<file path="config.mk">
export PLATFORM = sky130hd
export DESIGN_NAME = anf_mobius_transform_core
export DESIGN_NICKNAME = d
export VERILOG_FILES = /design/src/sv/anf_pkg.sv /design/src/sv/anf_mobius_transform_core.sv /design/src/sv/anf_ram.sv
export VERILOG_INCLUDE_DIRS = /design/src /design/src/sv
export SDC_FILE = /design/constraint.sdc
export NUM_CORES = 2
export LEC_CHECK = 0
export BUFFER_PORTS_ARGS = -buffer_cell sky130_fd_sc_hd__buf_2
export CORE_MARGIN = 4
export CORE_UTILIZATION = 35
export CTS_BUF_LIST = sky130_fd_sc_hd__clkbuf_16
export CTS_CLUSTER_SIZE = 10
export DETAILED_ROUTE_END_ITERATION = 12
export SYNTH_ARGS = -nofsm -noshare
export SYNTH_HDL_FRONTEND = slang
export SYNTH_SLANG_ARGS = --single-unit
</file>
<file path="constraint.sdc">
create_clock -name aclk -period 3.7 [get_ports aclk]
set_clock_uncertainty 0.2 [all_clocks]
set_input_delay 0.185 -clock aclk [delete_from_list [all_inputs] [get_ports aclk]]
set_output_delay 0.185 -clock aclk [all_outputs]
set_load 0.05 [all_outputs]
</file>
<file path="src/sv/anf_mobius_transform_core_macros.svh">
// Assertion macros used by the block's top-level RTL file.
`ifndef ANF_MOBIUS_TRANSFORM_CORE_MACROS_SVH
`define ANF_MOBIUS_TRANSFORM_CORE_MACROS_SVH

`ifndef SYNTHESIS
// Same-cycle implication, disabled while reset is asserted.
`define ANF_ASSERT_NOW(lbl, clk, rstn, ante, cons, msg) \
    lbl: assert property (@(posedge clk) disable iff (!rstn) (ante) |-> (cons)) \
        else $error(msg);
// Next-cycle implication, disabled while reset is asserted.
`define ANF_ASSERT_NEXT(lbl, clk, rstn, ante, cons, msg) \
    lbl: assert property (@(posedge clk) disable iff (!rstn) (ante) |=> (cons)) \
        else $error(msg);
`else
`define ANF_ASSERT_NOW(lbl, clk, rstn, ante, cons, msg)
`define ANF_ASSERT_NEXT(lbl, clk, rstn, ante, cons, msg)
`endif

`endif

</file>
<file path="src/sv/anf_pkg.sv">
// Package with the payload types and constants of the ANF transform block.
`timescale 1ns / 1ps
`default_nettype none

package anf_pkg;

    localparam int TERM_W  = 10;
    localparam int VALUE_W = 2;
    localparam int CFG_W   = 4;

    localparam logic [CFG_W-1:0] CFG_ACTIVE_BITS_RESET = 4'd10;

    localparam int MAX_INPUT_BITS_DEFAULT = 10;
    localparam int OUTPUT_BITS_DEFAULT    = 2;

    localparam logic CMD_WRITE = 1'b0;
    localparam logic CMD_READ  = 1'b1;

    typedef struct packed {
        logic              command;
        logic [TERM_W-1:0] index;
        logic [VALUE_W-1:0] entry_value;
    } in_beat_t;

    typedef struct packed {
        logic [TERM_W-1:0]  term;
        logic [VALUE_W-1:0] coefficients;
        logic               any_present;
    } out_beat_t;

endpackage

`default_nettype wire

</file>
<file path="src/sv/anf_mobius_transform_core.sv">
// Top level of the algebraic normal form (Moebius transform) lookup block.
//
//   Channel   Ports                          Direction   Beat
//   --------  -----------------------------  ----------  ---------------------------------
//   s_        s_valid s_ready s_data         in          write entry or read one term
//   m_        m_valid m_ready m_data         out         term, coefficients, any_present
//   cfg_      cfg_valid cfg_ready cfg_data   in          active_input_bits
//
// A write beat is stored in the table RAM at the edge that accepts it.
// A read beat of a term with k bits set walks all 2^k subsets of the term through the single
// read port of the table RAM, one address a cycle, and XORs the registered read data into
// an accumulator. A read out of range skips the walk and goes straight to the state that
// loads the result register.
// Reset clears the control state and sets active_input_bits to 10; the table RAM is not
// cleared, so every entry must be written before it is read.
// A result waits in the output register; if that register is still full when the next
// read finishes, the sequencer holds its sum until the beat ahead has been taken.
`timescale 1ns / 1ps
`default_nettype none
`include "anf_mobius_transform_core_macros.svh"

module anf_mobius_transform_core #(
    parameter int MAX_INPUT_BITS = anf_pkg::MAX_INPUT_BITS_DEFAULT,
    parameter int OUTPUT_BITS    = anf_pkg::OUTPUT_BITS_DEFAULT
) (
    input  wire logic                     aclk,
    input  wire logic                     aresetn,
    input  wire logic                     s_valid,
    output logic                          s_ready,
    input  wire anf_pkg::in_beat_t        s_data,
    output logic                          m_valid,
    input  wire logic                     m_ready,
    output anf_pkg::out_beat_t            m_data,
    input  wire logic                     cfg_valid,
    output logic                          cfg_ready,
    input  wire logic [anf_pkg::CFG_W-1:0] cfg_data
);

    localparam int AW    = MAX_INPUT_BITS;
    localparam int OB    = OUTPUT_BITS;
    localparam int TW    = anf_pkg::TERM_W;
    localparam int VW    = anf_pkg::VALUE_W;
    localparam int EFF_W = 5;

    // Sequencer states.
    localparam logic [1:0] ST_IDLE = 2'd0;
    localparam logic [1:0] ST_WALK = 2'd1;
    localparam logic [1:0] ST_FIN  = 2'd2;

    logic [1:0]          state_reg, state_next;
    logic [anf_pkg::CFG_W-1:0] active_bits_reg;
    logic [AW-1:0]       term_reg, term_next;
    logic [AW-1:0]       sub_reg, sub_next;
    logic [TW-1:0]       echo_reg, echo_next;
    logic [OB-1:0]       acc_reg, acc_next;
    logic                rd_pend_reg, rd_pend_next;
    logic                m_valid_reg, m_valid_next;
    anf_pkg::out_beat_t  m_data_reg, m_data_next;

    logic [EFF_W-1:0]    eff_bits;
    logic                in_range;
    logic [TW+AW-1:0]    index_wide;
    logic [AW-1:0]       index_addr;
    logic [VW+OB-1:0]    value_wide;
    logic [OB-1:0]       ram_rdata;
    logic                ram_we;
    logic                ram_re;
    logic [OB-1:0]       acc_final;
    logic [OB+VW-1:0]    coef_wide;
    logic [VW-1:0]       coef;
    logic                out_free;
    logic                s_fire;

    // Active width saturates at the table's address width; the beat is in range
    // when no index bit sits at or above it.
    always_comb begin
        if (EFF_W'(active_bits_reg) > EFF_W'(MAX_INPUT_BITS)) begin
            eff_bits = EFF_W'(MAX_INPUT_BITS);
        end else begin
            eff_bits = EFF_W'(active_bits_reg);
        end
    end

    assign in_range   = (s_data.index >> eff_bits) == '0;
    assign index_wide = {{AW{1'b0}}, s_data.index};
    assign index_addr = index_wide[AW-1:0];
    assign value_wide = {{OB{1'b0}}, s_data.entry_value};

    assign s_ready   = (state_reg == ST_IDLE);
    assign s_fire    = s_valid && s_ready;
    assign cfg_ready = 1'b1;
    assign ram_we    = s_fire && (s_data.command == anf_pkg::CMD_WRITE) && in_range;
    assign ram_re    = (state_reg == ST_WALK);
    assign out_free  = !m_valid_reg || m_ready;

    // The last read data may still be in flight when the walk ends.
    assign acc_final = rd_pend_reg ? (acc_reg ^ ram_rdata) : acc_reg;
    assign coef_wide = {{VW{1'b0}}, acc_final};
    assign coef      = coef_wide[VW-1:0];

    anf_ram #(
        .WIDTH (OB),
        .DEPTH (2 ** AW)
    ) u_table (
        .aclk  (aclk),
        .we    (ram_we),
        .waddr (index_addr),
        .wdata (value_wide[OB-1:0]),
        .re    (ram_re),
        .raddr (sub_reg),
        .rdata (ram_rdata)
    );

    always_comb begin
        state_next   = state_reg;
        term_next    = term_reg;
        sub_next     = sub_reg;
        echo_next    = echo_reg;
        acc_next     = acc_final;
        rd_pend_next = 1'b0;
        m_valid_next = m_valid_reg && !m_ready;
        m_data_next  = m_data_reg;

        unique case (state_reg)
            ST_IDLE: begin
                if (s_fire && (s_data.command == anf_pkg::CMD_READ)) begin
                    echo_next = s_data.index;
                    term_next = index_addr;
                    sub_next  = index_addr;
                    acc_next  = '0;
                    // A term out of range skips the walk and returns zero.
                    state_next = in_range ? ST_WALK : ST_FIN;
                end
            end
            ST_WALK: begin
                // Subsets run from the term down to zero: s = (s - 1) & term.
                rd_pend_next = 1'b1;
                if (sub_reg == '0) begin
                    state_next = ST_FIN;
                end else begin
                    sub_next = (sub_reg - AW'(1)) & term_reg;
                end
            end
            ST_FIN: begin
                if (out_free) begin
                    m_valid_next             = 1'b1;
                    m_data_next.term         = echo_reg;
                    m_data_next.coefficients = coef;
                    m_data_next.any_present  = |coef;
                    state_next               = ST_IDLE;
                end
            end
            default: begin
                state_next = ST_IDLE;
            end
        endcase
    end

    always_ff @(posedge aclk) begin
        if (!aresetn) begin
            state_reg       <= ST_IDLE;
            rd_pend_reg     <= 1'b0;
            m_valid_reg     <= 1'b0;
            active_bits_reg <= anf_pkg::CFG_ACTIVE_BITS_RESET;
        end else begin
            state_reg   <= state_next;
            rd_pend_reg <= rd_pend_next;
            m_valid_reg <= m_valid_next;
            if (cfg_valid && cfg_ready) begin
                active_bits_reg <= cfg_data;
            end
        end
    end

    always_ff @(posedge aclk) begin
        term_reg   <= term_next;
        sub_reg    <= sub_next;
        echo_reg   <= echo_next;
        acc_reg    <= acc_next;
        m_data_reg <= m_data_next;
    end

    assign m_valid = m_valid_reg;
    assign m_data  = m_data_reg;

    `ANF_ASSERT_NOW(a_idle_no_read, aclk, aresetn, state_reg == ST_IDLE, !rd_pend_reg, "read data pending while idle")
    `ANF_ASSERT_NOW(a_sub_in_term, aclk, aresetn, state_reg == ST_WALK, (sub_reg & ~term_reg) == '0, "walk address is not a subset of the term")
    `ANF_ASSERT_NEXT(a_read_walks, aclk, aresetn, s_fire && (s_data.command == anf_pkg::CMD_READ) && in_range, state_reg == ST_WALK, "read in range did not start a walk")
    `ANF_ASSERT_NEXT(a_fin_loads, aclk, aresetn, (state_reg == ST_FIN) && out_free, m_valid_reg && (state_reg == ST_IDLE), "finished read did not load the result")

endmodule

`default_nettype wire

</file>
<file path="src/sv/anf_ram.sv">
// Generic simple dual-port RAM with one write port and a registered read port.
`timescale 1ns / 1ps
`default_nettype none

module anf_ram #(
    parameter int WIDTH = 2,
    parameter int DEPTH = 1024
) (
    input  wire logic                     aclk,
    input  wire logic                     we,
    input  wire logic [$clog2(DEPTH)-1:0] waddr,
    input  wire logic [WIDTH-1:0]         wdata,
    input  wire logic                     re,
    input  wire logic [$clog2(DEPTH)-1:0] raddr,
    output logic      [WIDTH-1:0]         rdata
);

    logic [WIDTH-1:0] mem_reg [DEPTH];
    logic [WIDTH-1:0] rdata_reg;

    always_ff @(posedge aclk) begin
        if (we) begin
            mem_reg[waddr] <= wdata;
        end
        if (re) begin
            rdata_reg <= mem_reg[raddr];
        end
    end

    assign rdata = rdata_reg;

endmodule

`default_nettype wire

</file>
======== After elaboration in Yosys (flattened, before gate mapping) ========
Memory sizes are Yosys's and may differ from the RTL's. A register that Yosys moved wholly into a read port is not among the register bits.
Cells that the tools add are included.
operators by class
  shift-type cells ........................ 1
  bitwise operators ....................... 3
  add/sub/neg operators ................... 1
  equality and inequality tests ........... 6
  muxes and demuxes ....................... 17
  reduce and logical (&&, ||, !) cells .... 17
  $lt $le $gt $ge ......................... 1
operator list
  kind                                                                      number
  10-bit logical NOT                                                        2
  10-bit 2-to-1 mux                                                         2
  10-bit case mux with 2 select lines                                       1
  2-bit 2-to-1 mux                                                          7
  10-bit bitwise AND                                                        1
  10-bit by 5-bit right shift with 10-bit output                            1
  10-bit by 1-bit subtractor with 10-bit output (second input constant)     1
  2-bit case mux with 3 select lines                                        1
  3-bit AND reduction                                                       2
  1-bit logical AND                                                         5
  1-bit 2-to-1 mux                                                          5
  4-bit > comparator (second input constant)                                1
  4-bit 2-to-1 mux                                                          1
  2-bit by 1-bit inequality test with 1-bit output (second input constant)  2
  2-bit inequality test (second input constant)                             2
  2-bit AND reduction                                                       2
  2-bit by 1-bit equality test with 1-bit output (second input constant)    1
  2-bit equality test (second input constant)                               1
  1-bit logical NOT                                                         2
  2-bit logical NOT                                                         1
  2-bit nonzero test                                                        1
  2-bit OR reduction                                                        1
  2-bit bitwise XOR                                                         1
  1-bit logical OR                                                          1
  1-bit inverter                                                            1
storage, ports and cells
  bits of input ports ..................... 22
  logic and storage cells ................. 57
  memories kept ........................... 1
  output and inout port bits .............. 16
  RAM bits ................................ 2048
  bits in registers ....................... 43
memory list
  memory           depth  width  read ports  clocked after Yosys merged registers in  wr ports  RTL line       text
  u_table.mem_reg  1024   2      1           1                                        1         anf_ram.sv:18  logic [WIDTH-1:0] mem_reg [DEPTH];

======== Depth between registers and ports, before layout ========
  depth in word-level cells ............... 7
  mapped depth ............................ 13
  gate-level depth less buffers ........... 8

======== Cells and area by module ========
A second synthesis with hierarchy kept.
second synthesis, totals
  cells, all modules ...................... 4953
  area total of the unflattened synthesis .. 85665.9 um^2
modules (own cells, without submodules)
  module                     sequential area each (um^2)  area each (um^2)  times used  cells each
  anf_ram                    61559.0                      83777.8           1           4793
  anf_mobius_transform_core  1191.1                       1888.1            1           160

======== Worst setup path after synthesis ========
No wires, ideal clock.
  kind .................................... register to register
  from .................................... register sub_reg[0]
  to ...................................... register u_table.rdata_reg[0] (netlist: u_table.rdata[0]), read port of u_table.mem_reg, data pin
  required time ........................... 3243 ps
  period minus slack after synthesis ...... 3061 ps
  path buffers ............................ 5
  stages on the path, launching flop included .. 12
  path slack .............................. 639 ps
  setup time .............................. 257 ps
  arrival ................................. 2605 ps
  cell sequence ........................... edfxtp_1 -> buf_6 -> buf_6 -> buf_6 -> buf_6 -> buf_2 -> mux4_2 -> a22oi_1 -> a31oi_1 -> o31ai_1 -> nand4_1 -> a32o_1
RTL lines
  item                    RTL line                          text
  start, declared         anf_mobius_transform_core.sv:53   logic [AW-1:0] sub_reg, sub_next;
  start signal, assigned  anf_mobius_transform_core.sv:177  sub_reg <= sub_next;
  end, declared           anf_ram.sv:19                     logic [WIDTH-1:0] rdata_reg;

==> key figures <==
Clock network
  – Clock buffers created by TritonCTS: 231
  – H-tree depth: 4
  – Root Buffer: clkbuf_16
  – Clk slew on worst S/H paths: 60 ps
  – CTS tree: done
  – Clock tree buffer depth: 3
  – Clock latency at the later pin of the worst-skew pair: 880 ps
  – CTS Sinks: 2093

Layout
  – Max reg flops: 2048
  – Area grow syn2layout: 15.95%
  – Post-layout instance area: 0.09961 sq mm
  – Layout cells sized above 1: 25.17%
  – Final nets: 5248
  – Fill cells: 21587

Synth
  – Seq cells post-synth: 2093
  – Sequential area share after synthesis: 73.04%
  – Most frequent cell after synthesis: edfxtp_1
  – Syn avg cell area: 17.59 sq um
  – Warnings, synthesis: 0
  – Yosys cell types: 75
  – Main synth FF type: edfxtp_1
  – Synth Net Count: 4906
  – Post-synth top area share: 72.81%
  – Post-synth ARST share: 0%
  – Cell taking the most area after synthesis: edfxtp_1
  – Post-synth EDFFs: 2083
  – Syn Inst Count: 4883
  – Area contributors post-synth: edfxtp_1 73%, mux4_2 12%, nor2_1 4.5%
  – Synthesized area: 0.08591 sq mm
  – Top post-synthesis cells by count: 2083 x edfxtp_1, 1037 x nor2_1, 465 x mux4_2, 173 x mux2i_1, 164 x clkbuf_1

Pwr
  – Pleak: 31.32 nW
  – Pwr/cell area: 513.0 mW/mm^2
  – VDD IR-drop max: 0.0004007 V

Timing
  – FMAX: 272.7 MHz
  – Relative slew margins: 19.80%
  – Final Slew Violations: 0
  – Period utilization: 99.09%
  – Final worst slack: 33.56 ps
  – Hold Slack: 75.34 ps
  – Worst slew pin tran: 1196 ps
  – Fin. Hold Viols: 0
  – Final Setup Violations: 0
  – Min Tclk post-route: 3666 ps

Floorplan
  – Die X: 503.4 microns
  – Starting Density: 35.25%
  – Area of the core: 0.2437 sq mm
  – Die Area: 0.2534 sq mm
  – Row cnt: 181
  – Die height: 503.4 microns
  – # IOs: 38

Critical path
  – Reg2Reg Launch Point: sub_reg[0]
  – Worst r2r dst: u_table.rdata[0]
  – Register-to-Register Path Depth: 12
  – Critical Path RT: 4130 ps
  – Crit Path Class: reg2reg
  – Endpoint class of the critical path: flop
  – Crit path arrival time: 4090 ps
  – CP Launch Type: flop
  – R2r setup slk: 30 ps
  – Max FO, Critical Path: 6

Route
  – ANT nets after route: 0
  – Final WL: 257.1 mm
  – Wirelength per Cell: 30.25 microns
  – Vias: 48368
  – TritonRoute pass-1 iters: 5
  – DRC: 0
  – Drt first-iter violations: 7067
  – Vias per cell: 5.690

Hold path
  – Worst Hold Depth: 2
  – Hold path start: s_data[8]
  – Worst Hold Endpoint: echo_reg[6]
  – Hold/Removal Path Class: in2reg

Global route
  – First-pass GRT wire length: 362.8 mm
  – Grt total ovfl: 0
  – Initial antenna violation count: 6
  – Largest net degree at the start of global routing: 167
  – GRT Total Usage: 19.96%
  – Vias in the first global route: 48719

Place
  – GPL Wtd Cong: 0.8639
  – DP Area: 0.09191 sq mm
  – IO Port Bufs: 36
  – Dpl ws: -673.7 ps
  – Half-perimeter wire length after placement: 153.8 mm

Job
  – Max Cap Viol: 0

Status
  – Outcome: completed
worst max-delay path: stages (launching register included):
cell and delay (ps):
edfxtp_1 380, buf_12 140, buf_12 150, buf_12 160, buf_16 130, mux4_2 490, a22o_1 250, a221oi_1 280
o22ai_1 170, o311ai_2 330, buf_4 200, nand4_1 180, a32o_1 320
cells in the final DEF, fill, tap and decap left out, drive strengths merged, types with 4 or more instances in the layout:
cell            n
edfxtp       2083
nor2         1075
mux4          465
buf           463
clkbuf        238
mux2i         173
nand2         152
inv            74
a22oi          72
a21oi          60
o21ai          46
dlygate4sd3    41
o22ai          27
nor3           26
nand3          24
a221oi         24
o221ai         23
mux2           20
a211oi         18
nor2b          15
clkinv         13
a22o           10
dfxtp          10
o211ai          9
nor4            8
nand4           7
and3            7
a31oi           7
o31ai           7
nor3b           7
a2111oi         7
o2111ai         6
a211o           6
nand2b          5
xnor2           5
and2            5
o311ai          5
nand3b          4
xor2            4
bufbuf          4
through the flow:
stage                     power [mW]  utilization, %  cells  setup TNS (ps)
after floorplan                29.05               -   4883               0
after global placement         31.20           37.72   8109           -1115
after detailed placement       31.21           37.72   8109           -1056
after CTS                      51.17           40.67   8472               0
after global routing           52.55           40.87   8497          -13.24
final                          51.09           40.88   8500               0
routing by layer:
metal	vias to the layer above	track usage (%)	share of wire (%)
li1	19723	-	-
met1	25591	27.27	39
met2	2587	31.79	47
met3	467	3.826	9.3
met4	0	7.557	4.1
met5	-	0	0
logic make-up (layout without fill, tap and decap cells):
logic type	after synthesis	count (layout)	share of synthesized area, %
xor+xnor	9	9	0.09175
mux	658	658	14.47
other cells	1	4	0.004365
fa+ha+maj	1	1	0.01456
simple gates	1347	1347	6.675
compound gates	352	352	2.913
flops	2093	2093	73.04
buf+inv	422	834	2.789
what timing repair did:
action,4_1_cts,5_1_grt
gates resized for setup,31,49
hold buffers,41,0
pin swaps,3,7
endpoints found under the hold margin,1243,0
buffers inserted,14,22
cloned,5,6
setup endpoints to repair,2,2
where the power goes:
part	switching (mW)	internal (mW)	leakage (nW)	total [mW]
logic	2.87	2.01	9.25	4.88
registers	0.0475	26.1	18.8	26.2
clock network	8.95	11.1	3.26	20.0
total	11.9	39.2	31.3	51.1
layout make-up:
class,count,area (sq um),share of cell area [%]
clock inverter,71,513.0,0.5150
antenna,3,7.507,0.007537
tap,3202,4006,4.022
inverter,17,63.81,0.06406
sequential,2093,62750,63.00
clock buffer,232,5806,5.829
timing repair buffer,514,5499,5.521
multi-input combinational,2368,20960,21.04
how the worst max path moves through the flow:
stage | startpoint | to | slack [ps] | cells past startpoint
CTS | sub_reg[0] | u_table.rdata[1] | 3 | 13
global placement | sub_reg[0] | u_table.rdata[1] | -690 | 11
floorplan | sub_reg[0] | u_table.rdata[0] | 640 | 11
finish | sub_reg[0] | u_table.rdata[0] | 30 | 12
detailed placement | sub_reg[0] | u_table.rdata[1] | -670 | 11
global route | sub_reg[0] | u_table.rdata[1] | -10 | 12
Power figures use the tool's default switching activity.
